`config.mk`:
```
export PLATFORM = sky130hd
export DESIGN_NAME = fxalu_div_stage
export DESIGN_NICKNAME = d
export VERILOG_FILES = /design/src/hw/rtl/fxalu_pkg.sv /design/src/hw/rtl/fxalu_div_stage.sv
export SDC_FILE = /design/constraint.sdc
export NUM_CORES = 1
export LEC_CHECK = 0
export BUFFER_PORTS_ARGS = -buffer_cell sky130_fd_sc_hd__clkbuf_2
export CORE_ASPECT_RATIO = 0.9
export CORE_MARGIN = 2
export CORE_UTILIZATION = 48
export DETAILED_ROUTE_END_ITERATION = 6
export PLACE_DENSITY = 0.81
export SYNTH_ARGS = -nofsm -noshare
export SYNTH_HDL_FRONTEND = slang
export SYNTH_SLANG_ARGS = --single-unit
```
`constraint.sdc`:
```
create_clock -name clk -period 1 [get_ports clk]
set_clock_uncertainty 0.15 [all_clocks]
set_input_delay 0.2 -clock clk [delete_from_list [all_inputs] [get_ports clk]]
set_output_delay 0.2 -clock clk [all_outputs]
set_load 0.005 [all_outputs]
```
`src/hw/rtl/fxalu_pkg.sv`:
```
// Shared types, opcodes and the saturation helper for the fixed-point ALU.
// No dependencies.
`timescale 1ns / 1ps

package fxalu_pkg;

    typedef enum logic [3:0] {
        OP_ADD, OP_SUB, OP_MUL, OP_DIV, OP_LT, OP_GT, OP_LE, OP_GE,
        OP_EQ, OP_NE, OP_MIN, OP_MAX, OP_INC, OP_DEC, OP_TOINT, OP_FROMINT
    } func_t;

    typedef struct packed {
        logic [31:0] res;
        logic        ovf;
        logic        dz;
        logic        is_div;
        logic        neg;
    } side_t;

    typedef struct packed {
        logic [31:0] res;
        logic        ovf;
    } sat_t;

    localparam logic signed [63:0] S32_MAX64 = 64'sh0000_0000_7FFF_FFFF;
    localparam logic signed [63:0] S32_MIN64 = 64'shFFFF_FFFF_8000_0000;

    function automatic sat_t sat64(input logic signed [63:0] v);
        sat_t s;
        if (v > S32_MAX64)
        begin
            s.res = 32'h7FFF_FFFF;
            s.ovf = 1'b1;
        end
        else if (v < S32_MIN64)
        begin
            s.res = 32'h8000_0000;
            s.ovf = 1'b1;
        end
        else
        begin
            s.res = v[31:0];
            s.ovf = 1'b0;
        end
        return s;
    endfunction

endpackage

```
`src/hw/rtl/fxalu_div_stage.sv`:
```
// One restoring-division step: one quotient bit per stage, with side data.
// Depends on fxalu_pkg.
`timescale 1ns / 1ps

module fxalu_div_stage
    import fxalu_pkg::*;
#(
    parameter int DW = 40
)
(
    input  logic          clk,
    input  logic          rst_n,
    input  logic          en,
    input  logic          in_valid,
    input  side_t         in_side,
    input  logic [DW-1:0] in_num,
    input  logic [31:0]   in_rem,
    input  logic [31:0]   in_den,
    output logic          out_valid,
    output side_t         out_side,
    output logic [DW-1:0] out_num,
    output logic [31:0]   out_rem,
    output logic [31:0]   out_den
);

    logic          valid_reg;
    side_t         side_reg;
    logic [DW-1:0] num_reg;
    logic [31:0]   rem_reg;
    logic [31:0]   den_reg;

    logic [32:0]   rem2;
    logic          ge;
    logic [31:0]   rem_next;
    logic [DW-1:0] num_next;

    always_comb
    begin
        rem2     = {in_rem, in_num[DW-1]};
        ge       = rem2 >= {1'b0, in_den};
        rem_next = ge ? 32'(rem2 - {1'b0, in_den}) : rem2[31:0];
        num_next = {in_num[DW-2:0], ge};
    end

    always_ff @(posedge clk or negedge rst_n)
    begin
        if (!rst_n)
            valid_reg <= 1'b0;
        else if (en)
            valid_reg <= in_valid;
    end

    always_ff @(posedge clk)
    begin
        if (en)
        begin
            side_reg <= in_side;
            num_reg  <= num_next;
            rem_reg  <= rem_next;
            den_reg  <= in_den;
        end
    end

    assign out_valid = valid_reg;
    assign out_side  = side_reg;
    assign out_num   = num_reg;
    assign out_rem   = rem_reg;
    assign out_den   = den_reg;

endmodule

```
==> key figures <==
Finish
  • Filler cell count: 657
  • Final core utilization: 84.8%
  • Synth-to-Final Area Change: 73.8%
  • Diodes inserted: 0
  • Layout cells sized above 1: 48.0%
  • # nets final: 1188
  • Post-route cell area: 11200 um2
  • Commonest non-fill, non-tap cell in the layout: clkbuf_2
  • Commonest cells after routing, fill and taps aside: clkbuf_2 (258), edfxtp_1 (140), dlygate4sd3_1 (119)
  • Non-Filler Instances: 1192

Clock tree
  • Htree depth: 4
  • CTS clock-pin slew for the worst setup and hold paths: 0.07 ns
  • Clock sinks: 141
  • CTS root buffer: clkbuf_16
  • Clock tree buffer depth: 2
  • Hold Buf Count CTS: 119
  • Worst skew pair latency: 0.42 ns
  • CTS buffer count: 17
  • CTS tree: yes

GRT
  • First-pass GRT wire length: 37.8 mm
  • Number of global-route vias before repair: 6622
  • Largest net degree at the start of global routing: 39
  • Grt total ovfl: 0
  • Global Route Usage Sum: 35.4%
  • Initial antenna violation count: 0

Critical path
  • CP arrival: 2.92 ns
  • Crit-path max FO: 13
  • CP max stage cell: or4_1
  • WP data required: 1.11 ns
  • CP peak stage delay: 0.54 ns
  • Crit path top cell by count: nor4_1
  • CP Class: primary input to flop
  • Worst path cell trace: clkbuf_2 > inv_1 > ha_1 > nand3_1 > or4_1 > nor4_1 > buf_4 > nor4_1 > o21a_1 > o31ai_4 > buf_6 > clkbuf_16 > buf_8 > nor2_1 > a21oi_1
  • Worst setup EP type: flop
  • Setup crit start kind: primary input

Routing
  • DRT Pass-1 Iters: 7
  • DR iter-0 viols: 664
  • Drt total wl: 27.8 mm
  • Post-route ant nets: 0
  • Via density: 5.58
  • WL per Instance: 23.3 um
  • DRC violations left: 1
  • Via count: 6652

Yosys
  • #FFs+latches synth: 141
  • Synthesized instance count: 487
  • Synth warn: 0
  • Synthesized Nets: 664
  • Area share of the largest cell type after synthesis: 65.2%
  • Post-Syn Area per Cell: 13.2 um2
  • Most used DFF post-synth: edfxtp_1
  • Post-synthesis async set-or-reset flop share: 0.709%
  • EDFF count, synth: 140
  • Post-synthesis sequential area ratio: 65.6%
  • Library cells used by synthesis: 49
  • Synth Cell Area: 6450 um2
  • Leading area contributor after synthesis: edfxtp_1
  • Largest cells by area after synthesis: edfxtp_1 (65%), ha_1 (6.2%), a21oi_1 (4.3%), inv_1 (2.2%), nor2_1 (2.0%)

Floorplanning
  • Die width: 126 um
  • Initial Utilization: 48.8%
  • Die area: 14400 um2
  • Die height: 114 um
  • Cell Rows: 40
  • I/O pin total: 285
  • CORE AREA: 13200 um2

Job
  • Max_cap viols: 0

STA
  • Crit share post-route: 280%
  • Final hold slack: -0.0683 ns
  • Setup-failing EPs final: 176
  • Final Max Tran Viols: 0
  • Slew headroom: 60.2%
  • RSZ-0062 raised after global routing: yes
  • Worst setup margin: -1.80 ns
  • Tightest Pin Transition: 0.594 ns
  • Minimum clock period: 2.80 ns
  • Final Hold Fails: 4
  • Achievable Freq: 357 MHz

Outcome
  • Outcome: finished, violations left
  • Failing checks: DRC, hold timing, setup timing

Placement
  • Placer Congestion: 0.880
  • Placement Cell Area: 9000 um2
  • Port bufs: 284
  • HPWL after detailed placement: 15.3 mm
  • Placed insts: 1029
  • Pre-CTS WS: -2.34 ns

Worst hold path
  • Hold WC Path Type: primary input to flop

Pwr
  • PwrDens: 1620 nW/um2
  • Pleak: 5.08 nW
  • Peak supply drop: 1.36 mV
==> power by group <==
group,switching (W),internal [W],leakage [nW]
sequential,0.000243,0.00721,1.38
clock,0.00273,0.00370,0.273
combinational,0.00209,0.00222,3.43
total,0.00506,0.0131,5.08
==> cell usage after synthesis (2+ instances only) <==
library cell,instances
and2_1,2
mux2_2,7
xor2_1,12
buf_2,8
mux2_1,4
inv_1,38
nand2_1,26
o22ai_1,2
nor4_1,4
o21bai_1,3
a2bb2oi_1,2
xnor2_1,15
a21oi_1,56
ha_1,32
nand2b_1,3
a211oi_1,3
o21a_1,6
a21o_1,12
o211ai_1,4
a31oi_1,5
nor2_1,35
or4_1,2
nor3_1,2
nor2b_1,3
edfxtp_1,140
buf_4,3
clkbuf_1,6
o21ai_0,16
and4_1,2
nand4_1,8
nand3_1,8
==> final timing paths <==
path | startpoint | end | slack (ns) | depth (start not counted)
hold reg to reg | out_valid$_DFFE_PN0P_ | out_valid$_DFFE_PN0P_ | 0.50 | 2
min in group asynchronous | rst_n | out_valid$_DFFE_PN0P_ | 0.52 | 3
setup reg to reg | out_valid$_DFFE_PN0P_ | out_valid$_DFFE_PN0P_ | -0.05 | 2
setup / recovery | in_den[3] | out_rem[20]$_DFFE_PP_ | -1.80 | 15
hold / removal | in_rem[6] | out_rem[7]$_DFFE_PP_ | -0.07 | 2
max in group asynchronous | rst_n | out_valid$_DFFE_PN0P_ | 0.07 | 3
==> registers in the layout, summed over array words and instances, names as in the netlist <==
signal	cells
out_num	40
out_side	36
out_den	32
out_rem	32
out_valid	1
==> per-stage QoR <==
stage                     total power (W)  setup TNS, ns
after detailed placement           0.0108         -72.53
after CTS                          0.0174         -90.33
after global placement             0.0107         -71.17
after global routing               0.0187        -103.08
after floorplan                   0.00893         -63.07
final                              0.0182         -98.61
==> layer usage <==
layer / up-vias / global-route usage, % / wire [um]
met2: 470 / 61.1 / 13800
li1: 2864 / - / -
met1: 3211 / 40.0 / 10100
met5: - / 0 / 0
met4: 0 / 18.8 / 1660
met3: 107 / 10.3 / 2250
==> worst max-delay path: cells and delay by family <==
family	cells	cell delay [ns]
fa+ha+maj	1	0.41
simple gates	5	1.09
buf+inv	6	0.83
compound gates	3	0.38
==> final cells by class <==
class                           instances  area [um2]  area share (%)
Tap cell                              168         210            1.88
Inverter                               38         155            1.38
Clock inverter                         12         136            1.22
Sequential cell                       141        4230            37.7
Multi-Input combinational cell        290        2310            20.6
Timing Repair Buffer                  523        3740            33.3
Clock buffer                           20         437            3.90
==> logic make-up (layout without fill, tap and decap cells) <==
family / Yosys count / count (layout) / share of synthesized area, %
AOI/OAI and AO/OA: 119 / 119 / 11.3
xor gates and xnor gates: 27 / 27 / 3.67
adders and majority gates: 33 / 33 / 6.52
buffers and inverters: 56 / 593 / 3.61
DFF: 141 / 141 / 65.6
muxes: 12 / 12 / 2.08
and+or+nand+nor: 99 / 99 / 7.22
==> timing repair <==
item	4_1_cts	5_1_grt
hold endpoints to repair	125	7
gates resized for setup	28	62
setup buffers	4	6
pin swaps	10	13
cloned	0	2
setup endpoints to repair	174	174
Power figures use the tool's default switching activity.
