**config.mk**
```make
export PLATFORM = sky130hd
export DESIGN_NAME = fxalu_pre
export DESIGN_NICKNAME = d
export VERILOG_FILES = /design/src/hw/rtl/fxalu_pkg.sv /design/src/hw/rtl/fxalu_pre.sv
export SDC_FILE = /design/constraint.sdc
export NUM_CORES = 2
export LEC_CHECK = 0
export ABC_AREA = 1
export BUFFER_PORTS_ARGS = -buffer_cell sky130_fd_sc_hd__buf_2
export CAP_MARGIN = 25
export CORE_ASPECT_RATIO = 0.7
export CORE_MARGIN = 2
export CORE_UTILIZATION = 60
export CTS_BUF_LIST = sky130_fd_sc_hd__clkbuf_4 sky130_fd_sc_hd__clkbuf_8
export CTS_CLUSTER_SIZE = 28
export DETAILED_ROUTE_END_ITERATION = 10
export PLACE_DENSITY_LB_ADDON = 0.12
export SETUP_SLACK_MARGIN = 0.4
export SLEW_MARGIN = 20
export SYNTH_ARGS = -nofsm -noshare
export SYNTH_HDL_FRONTEND = slang
export SYNTH_SLANG_ARGS = --single-unit
```
**constraint.sdc**
```tcl
create_clock -name clk -period 2.84 [get_ports clk]
set_input_delay 0.284 -clock clk [delete_from_list [all_inputs] [get_ports clk]]
set_output_delay 0.284 -clock clk [all_outputs]
set_load 0.02 [all_outputs]
```
**src/hw/rtl/fxalu_pkg.sv**
```systemverilog
// Shared types, opcodes and the saturation helper for the fixed-point ALU.
// No dependencies.
`timescale 1ns / 1ps

package fxalu_pkg;

    typedef enum logic [3:0] {
        OP_ADD, OP_SUB, OP_MUL, OP_DIV, OP_LT, OP_GT, OP_LE, OP_GE,
        OP_EQ, OP_NE, OP_MIN, OP_MAX, OP_INC, OP_DEC, OP_TOINT, OP_FROMINT
    } func_t;

    typedef struct packed {
        logic [31:0] res;
        logic        ovf;
        logic        dz;
        logic        is_div;
        logic        neg;
    } side_t;

    typedef struct packed {
        logic [31:0] res;
        logic        ovf;
    } sat_t;

    localparam logic signed [63:0] S32_MAX64 = 64'sh0000_0000_7FFF_FFFF;
    localparam logic signed [63:0] S32_MIN64 = 64'shFFFF_FFFF_8000_0000;

    function automatic sat_t sat64(input logic signed [63:0] v);
        sat_t s;
        if (v > S32_MAX64)
        begin
            s.res = 32'h7FFF_FFFF;
            s.ovf = 1'b1;
        end
        else if (v < S32_MIN64)
        begin
            s.res = 32'h8000_0000;
            s.ovf = 1'b1;
        end
        else
        begin
            s.res = v[31:0];
            s.ovf = 1'b0;
        end
        return s;
    endfunction

endpackage

```
**src/hw/rtl/fxalu_pre.sv**
```systemverilog
// Front stages: operand capture with multiply, then result of all direct
// operations and divider setup. Depends on fxalu_pkg.
`timescale 1ns / 1ps

module fxalu_pre
    import fxalu_pkg::*;
#(
    parameter int FRAC_BITS = 8
)
(
    input  logic                    clk,
    input  logic                    rst_n,
    input  logic                    en,
    input  logic                    in_valid,
    input  logic [3:0]              func,
    input  logic signed [31:0]      operand_a,
    input  logic signed [31:0]      operand_b,
    output logic                    out_valid,
    output side_t                   out_side,
    output logic [32+FRAC_BITS-1:0] out_num,
    output logic [31:0]             out_den
);

    localparam int DW = 32 + FRAC_BITS;
    localparam logic [63:0] FRAC_MASK = (64'd1 << FRAC_BITS) - 64'd1;

    logic               v1_reg;
    func_t              func1_reg;
    logic signed [31:0] a1_reg;
    logic signed [31:0] b1_reg;
    logic signed [63:0] prod1_reg;

    logic               v2_reg;
    side_t              side2_reg;
    logic [DW-1:0]      num2_reg;
    logic [31:0]        den2_reg;

    side_t              side_next;
    logic [DW-1:0]      num_next;
    logic [31:0]        den_next;
    logic [31:0]        mag_a;
    logic signed [63:0] mul_adj;
    logic signed [63:0] wide_a;
    logic signed [63:0] wide_b;
    logic               lt;
    logic               gt;
    logic               eq;
    sat_t               s;

    always_ff @(posedge clk or negedge rst_n)
    begin
        if (!rst_n)
        begin
            v1_reg <= 1'b0;
            v2_reg <= 1'b0;
        end
        else if (en)
        begin
            v1_reg <= in_valid;
            v2_reg <= v1_reg;
        end
    end

    always_ff @(posedge clk)
    begin
        if (en)
        begin
            func1_reg <= func_t'(func);
            a1_reg    <= operand_a;
            b1_reg    <= operand_b;
            prod1_reg <= operand_a * operand_b;
            side2_reg <= side_next;
            num2_reg  <= num_next;
            den2_reg  <= den_next;
        end
    end

    always_comb
    begin
        wide_a   = 64'(a1_reg);
        wide_b   = 64'(b1_reg);
        lt       = a1_reg < b1_reg;
        gt       = a1_reg > b1_reg;
        eq       = a1_reg == b1_reg;
        mag_a    = a1_reg[31] ? 32'(-a1_reg) : a1_reg;
        mul_adj  = prod1_reg + (prod1_reg[63] ? $signed(FRAC_MASK) : 64'sd0);
        num_next = DW'(mag_a) << FRAC_BITS;
        den_next = b1_reg[31] ? 32'(-b1_reg) : b1_reg;
        s        = '0;
        side_next        = '0;
        side_next.neg    = a1_reg[31] ^ b1_reg[31];
        unique case (func1_reg)
            OP_ADD:     s = sat64(wide_a + wide_b);
            OP_SUB:     s = sat64(wide_a - wide_b);
            OP_MUL:     s = sat64(mul_adj >>> FRAC_BITS);
            OP_DIV:
            begin
                side_next.is_div = (b1_reg != 32'sd0);
                side_next.dz     = (b1_reg == 32'sd0);
            end
            OP_LT:      s.res = {31'd0, lt};
            OP_GT:      s.res = {31'd0, gt};
            OP_LE:      s.res = {31'd0, !gt};
            OP_GE:      s.res = {31'd0, !lt};
            OP_EQ:      s.res = {31'd0, eq};
            OP_NE:      s.res = {31'd0, !eq};
            OP_MIN:     s.res = gt ? b1_reg : a1_reg;
            OP_MAX:     s.res = gt ? a1_reg : b1_reg;
            OP_INC:     s = sat64(wide_a + 64'sd1);
            OP_DEC:     s = sat64(wide_a - 64'sd1);
            OP_TOINT:   s.res = a1_reg >>> FRAC_BITS;
            OP_FROMINT: s = sat64(wide_a <<< FRAC_BITS);
        endcase
        side_next.res = s.res;
        side_next.ovf = s.ovf;
    end

    assign out_valid = v2_reg;
    assign out_side  = side2_reg;
    assign out_num   = num2_reg;
    assign out_den   = den2_reg;

endmodule

```
==> impl_results.md, run 1 <==
* Die width at 375.5 µm
* Sequential area share after synthesis at 12.10%
* Dpl cell area at 72100 µm²
* Root Driver: clkbuf_8
* Status: did not finish
* CTS sink cnt at 234
* Post-synth top flop: edfxtp_1
* Num rows at 95
* # IOs at 181
* Yosys Warn Count at 0
* Starting density of the core at 60.44%
* Mean Syn Cell Area at between 7 and 8 µm²
* Area contributors post-synth: fa_1 37%, inv_1 13%, nand2_1 13%, edfxtp_1 12%, ha_1 5.6%
* Input/output buffers at 172
* Dpl hpwl at between 150000 and 200000 µm
* Yosys cell types at 63
* Num CTS Buffers at 41
* Exit stage: global routing
* Htree depth at 2
* GPL Wtd Cong at 1.038
* Top cell type's share of synthesized area at about 37%
* Synthesized area at ~58000 µm²
* Grt ovf at 22
* Total track usage at 68.53%
* Syn Inst Count at 7639
* Pin count of the biggest net entering global routing at between 70 and 80
* Tool Error: [ERROR GRT-0232] Routing congestion too high. Check the congestion heatmap in the GUI.
* Die Height at 264.1 µm
* GRT worst endpoint: prod1_reg[57]$_DFFE_PP_/D
* Max clock buf depth at 3
* Yosys top cell by area: fa_1
* Yosys reg bits at 234
* Post-placement worst setup slack at -4761 ps
* Worst EP kind: register data pin
* Number of flops mapped to enable cells by yosys at 232
* Asr flop ratio synth at 0.8547%
## synth_stat cells (13+ instances only)
master	number
inv_1	2001
nand2_1	1940
fa_1	1084
nor2_1	529
ha_1	260
a21oi_1	235
edfxtp_1	232
nand3_1	230
clkbuf_1	224
o21ai_0	217
xor2_1	136
nand4_1	72
buf_2	44
nor3_1	44
xnor2_1	43
nor2_2	32
a31oi_1	29
o211ai_1	27
buf_4	23
a21o_1	20
o21bai_1	20
nand2_2	19
buf_6	17
o21ai_1	16
nor4_1	14
o21a_1	13
## stage by stage
step	cells	hold WS (ps)	TNS [ps]
after floorplan	7646	-11.59	-179100
after global placement	10170	69.24	-260390
after detailed placement	10170	78.22	-269180
after CTS	10480	16.19	-199690
## routing by layer
layer,global-route usage [%],GRT overflow
met4,56.34,8
met5,34.11,0
met3,51.72,1
met2,84.07,11
met1,74.27,2
## repair_timing
item / in CTS
gates resized for setup: 995
hold endpoints to repair: 7
endpoints found under the setup margin: 114
setup buffers: 205
hold buffers: 7
pin swaps: 426
cloned: 28
## cell families after synthesis
kind of cell	share of synthesized area, %
other cells	0.006469
compound gates	6.101
flops	12.10
fa+ha+maj	43.04
xor+xnor	2.704
mux	0.01727
simple gates	20.47
buf+inv	15.55
==> run 2, diff against run 1 <==
==> config.mk (replaced) <==
export PLATFORM = sky130hd
export DESIGN_NAME = fxalu_pre
export DESIGN_NICKNAME = d
export VERILOG_FILES = /design/src/hw/rtl/fxalu_pkg.sv /design/src/hw/rtl/fxalu_pre.sv
export SDC_FILE = /design/constraint.sdc
export NUM_CORES = 2
export LEC_CHECK = 0
export ABC_AREA = 1
export BUFFER_PORTS_ARGS = -buffer_cell sky130_fd_sc_hd__buf_2
export CAP_MARGIN = 25
export CORE_MARGIN = 2
export CORE_UTILIZATION = 40
export DETAILED_ROUTE_END_ITERATION = 10
export PLACE_DENSITY_LB_ADDON = 0.15
export SLEW_MARGIN = 20
export SYNTH_ARGS = -nofsm -noshare
export SYNTH_HDL_FRONTEND = slang
export SYNTH_SLANG_ARGS = --single-unit
==> constraint.sdc (replaced) <==
create_clock -name clk -period 3.69 [get_ports clk]
set_input_delay 0.369 -clock clk [delete_from_list [all_inputs] [get_ports clk]]
set_output_delay 0.369 -clock clk [all_outputs]
set_load 0.02 [all_outputs]
==> run 2 against run 1 <==
  * The flow now finishes, with violations (setup timing)
  * Synthesized area unchanged
  * Synthesized cell count unchanged
==> impl_results.md, run 2 <==
* Status: finished, violations left
* Violated checks: setup timing
* Core Region at around 140000 µm²
* Period utilization at 179.0%
* Critical path required time at 4060 ps
* R2r startpoint: a1_reg[1]$_DFFE_PP_
* Initial antenna violation count at 9
* Post-synth top flop: edfxtp_1
* Yosys reg bits at 234 (unchanged)
* Fmax achieved at between 150 and 200 MHz
* Area contributors post-synth: fa_1 37%, inv_1 13%, nand2_1 13%, edfxtp_1 12%, ha_1 5.6%
* R2R Setup Slk at 100 ps
* Die width at 384.7 µm (+2.4%)
* Dpl hpwl at 201600 µm (+6.5%)
* Global-route wire length before repair at about 350000 µm
* Sequential area share after synthesis at 12.10% (unchanged)
* Hold Fails Final Rpt at 0
* Most frequent cell after synthesis: inv_1
* Fin util at 52.43%
* Worst Setup SP: operand_a[14]
* Root Driver: clkbuf_16
* Number of flops mapped to enable cells by yosys at 232 (unchanged)
* Crit path capture type: register
* # IOs at 181 (unchanged)
* Total track usage at between 30% and 40%
* Final WL at 234700 µm
* Drt pass-1 iters at 6
* Global-route track usage on met3 at a little over 3%
* Asr flop ratio synth at 0.8547% (unchanged)
* GPL Wtd Cong at 1.020 (-1.7%)
* Max clock buf depth at 3 (unchanged)
* DIE AREA at 148000 µm²
* Period minus WS final at around 6600 ps
* Commonest cells after routing, fill and taps aside: 1882 x inv_1, 1809 x nand2_1, 1016 x fa_1
* Area growth syn-to-layout at 29.93%
* CTS sink cnt at 234 (unchanged)
* Most common cell after layout, fill and taps aside: inv_1
* Layout net count at 10160
* Num rows at 139 (+46%)
* Crit path DAT at 6980 ps
* Yosys top cell by area: fa_1
* Mean Syn Cell Area at 7.589 µm² (unchanged)
* First-iteration detailed-routing DRC count at 4200
* Htree depth at 1 (-1)
* R2R Path End: out_side[19]$_DFFE_PP_
* Clock Latency Late Sink at 640 ps
* Starting density of the core at 40.36% (-20 points)
* Slew Limit Fails at 0
* Met1 Usage GRT at 40.08%
* Most common cell on crit path: fa_1
* Die Height at 384.7 µm (+46%)
* Synthesized area at 57970 µm² (unchanged)
* Crit Path Class: in2reg
* Drt via density at 5.002
* Share of layout cells above drive strength 1 at 24.45%
* DRC at 0
* Pin count of the biggest net entering global routing at 84
* Number of global-route vias before repair at 55710
* Worst path slowest cell: fa_1
* Num CTS Buffers at 26 (-37%)
* Drt wl/cell at 21.99 µm
* Max_cap viols at 0
* CTS tree: built
* Max reg flops at 64
* Final setup viols at 58
* Worst slew margin at 42.87%
* Yosys cell types at 63 (unchanged)
* CP max stage delay at 550 ps
* Yosys Warn Count at 0 (unchanged)
* Worst-Margin Slew at 848.0 ps
* Setup ws final at -2915 ps
* Met2 Usage GRT at 56.52%
* Final ANT Viol Nets at 0
* Grt ovf at 0
* Input/output buffers at 172 (unchanged)
* CTS clk-pin slew, worst paths at about 70 ps
* Via count at 53380
* Most Used Layer, Global Route: met2
* Synth top cells by count: 2001 x inv_1, 1940 x nand2_1, 1084 x fa_1
* CP startpoint kind: input port
* Crit Path Max Fanout at 12
* Post-Route Skew at 47.43 ps
* Syn Inst Count at 7639 (unchanged)
* Top cell type's share of synthesized area at 37.43% (unchanged)
* R2r worst-path depth at 18
* Worst min-delay path class: in2async
* RSZ-0062 raised after global routing: yes
* Total negative setup slack at -142240 ps
## run 2: cell counts after synthesis
No cell type changed its count.
## run 2: worst max path at each step
stage,to,cells past startpoint
3_5_place_dp,prod1_reg[56]$_DFFE_PP_,25
2_1_floorplan,prod1_reg[63]$_DFFE_PP_,25
5_1_grt,prod1_reg[46]$_DFFE_PP_,31
3_3_place_gp,prod1_reg[56]$_DFFE_PP_,26
6_report,prod1_reg[46]$_DFFE_PP_,30
4_1_cts,prod1_reg[48]$_DFFE_PP_,31
## run 2: kinds of logic (layout without fill, tap and decap cells)
logic type                 after synthesis  after routing  synth area share (%)
buffers and inverters                 2329           3449                 15.55
other                                    1             11              0.006469
xor gates and xnor gates               179            179                 2.704
DFF                                    234            234                 12.10
AOI/OAI and AO/OA                      629            629                 6.101
muxes                                    1              1               0.01727
adders and majority gates             1344           1344                 43.04
and+or+nand+nor                       2922           2922                 20.47
## run 2: area by class of cell
class                   count  area (µm²)
fillers                 13980       68330
diodes                      3       7.507
multi-input cells        5083       45230
repair buffers           1387       12290
flip-flops and latches    234        7017
well taps                1903        2381
inverters                2014        7576
clock buffers              28       658.1
clock inverters            20       163.9
## run 2: through the flow
stage	std cells	hold slack, ps	cell area (µm²)	setup WS (ps)
CTS	10620	35.52	73790	-2868
finish	10670	57.96	75320	-2915
detailed placement	10510	157.8	70730	-3870
floorplan	7646	73.41	60830	-3284
global route	10670	57.22	75320	-3098
global placement	10510	153.2	70730	-3889
## run 2: timing repair
| item | CTS | global route |
|---|---|---|
| endpoints found under the hold margin | 7 | 0 |
| pin swaps | 182 | 139 |
| hold buffers | 6 | 0 |
| buffers inserted | 51 | 69 |
| endpoints found under the setup margin | 61 | 90 |
| gates resized for setup | 424 | 279 |
| gates cloned | 7 | 2 |
## run 2: per-layer routing
| layer | wire length (µm) | share of wire, % |
|---|---|---|
| met5 | 42 | 0.018 |
| met1 | 94590 | 40 |
| met3 | 12180 | 5.2 |
| met2 | 115200 | 49 |
| met4 | 12750 | 5.4 |
## run 2: worst max-delay path: cells and delay by family
kind                     cells  cell delay, ps
adder cells (fa/ha/maj)      9            4340
XOR/XNOR                     1              90
AO/OA/AOI/OAI                4             560
buffers and inverters       12            1180
AND/OR/NAND/NOR              4             440
Power of run 2 is not shown: default switching activity piles up to over one toggle a cycle in this logic, so the estimate is an artifact.
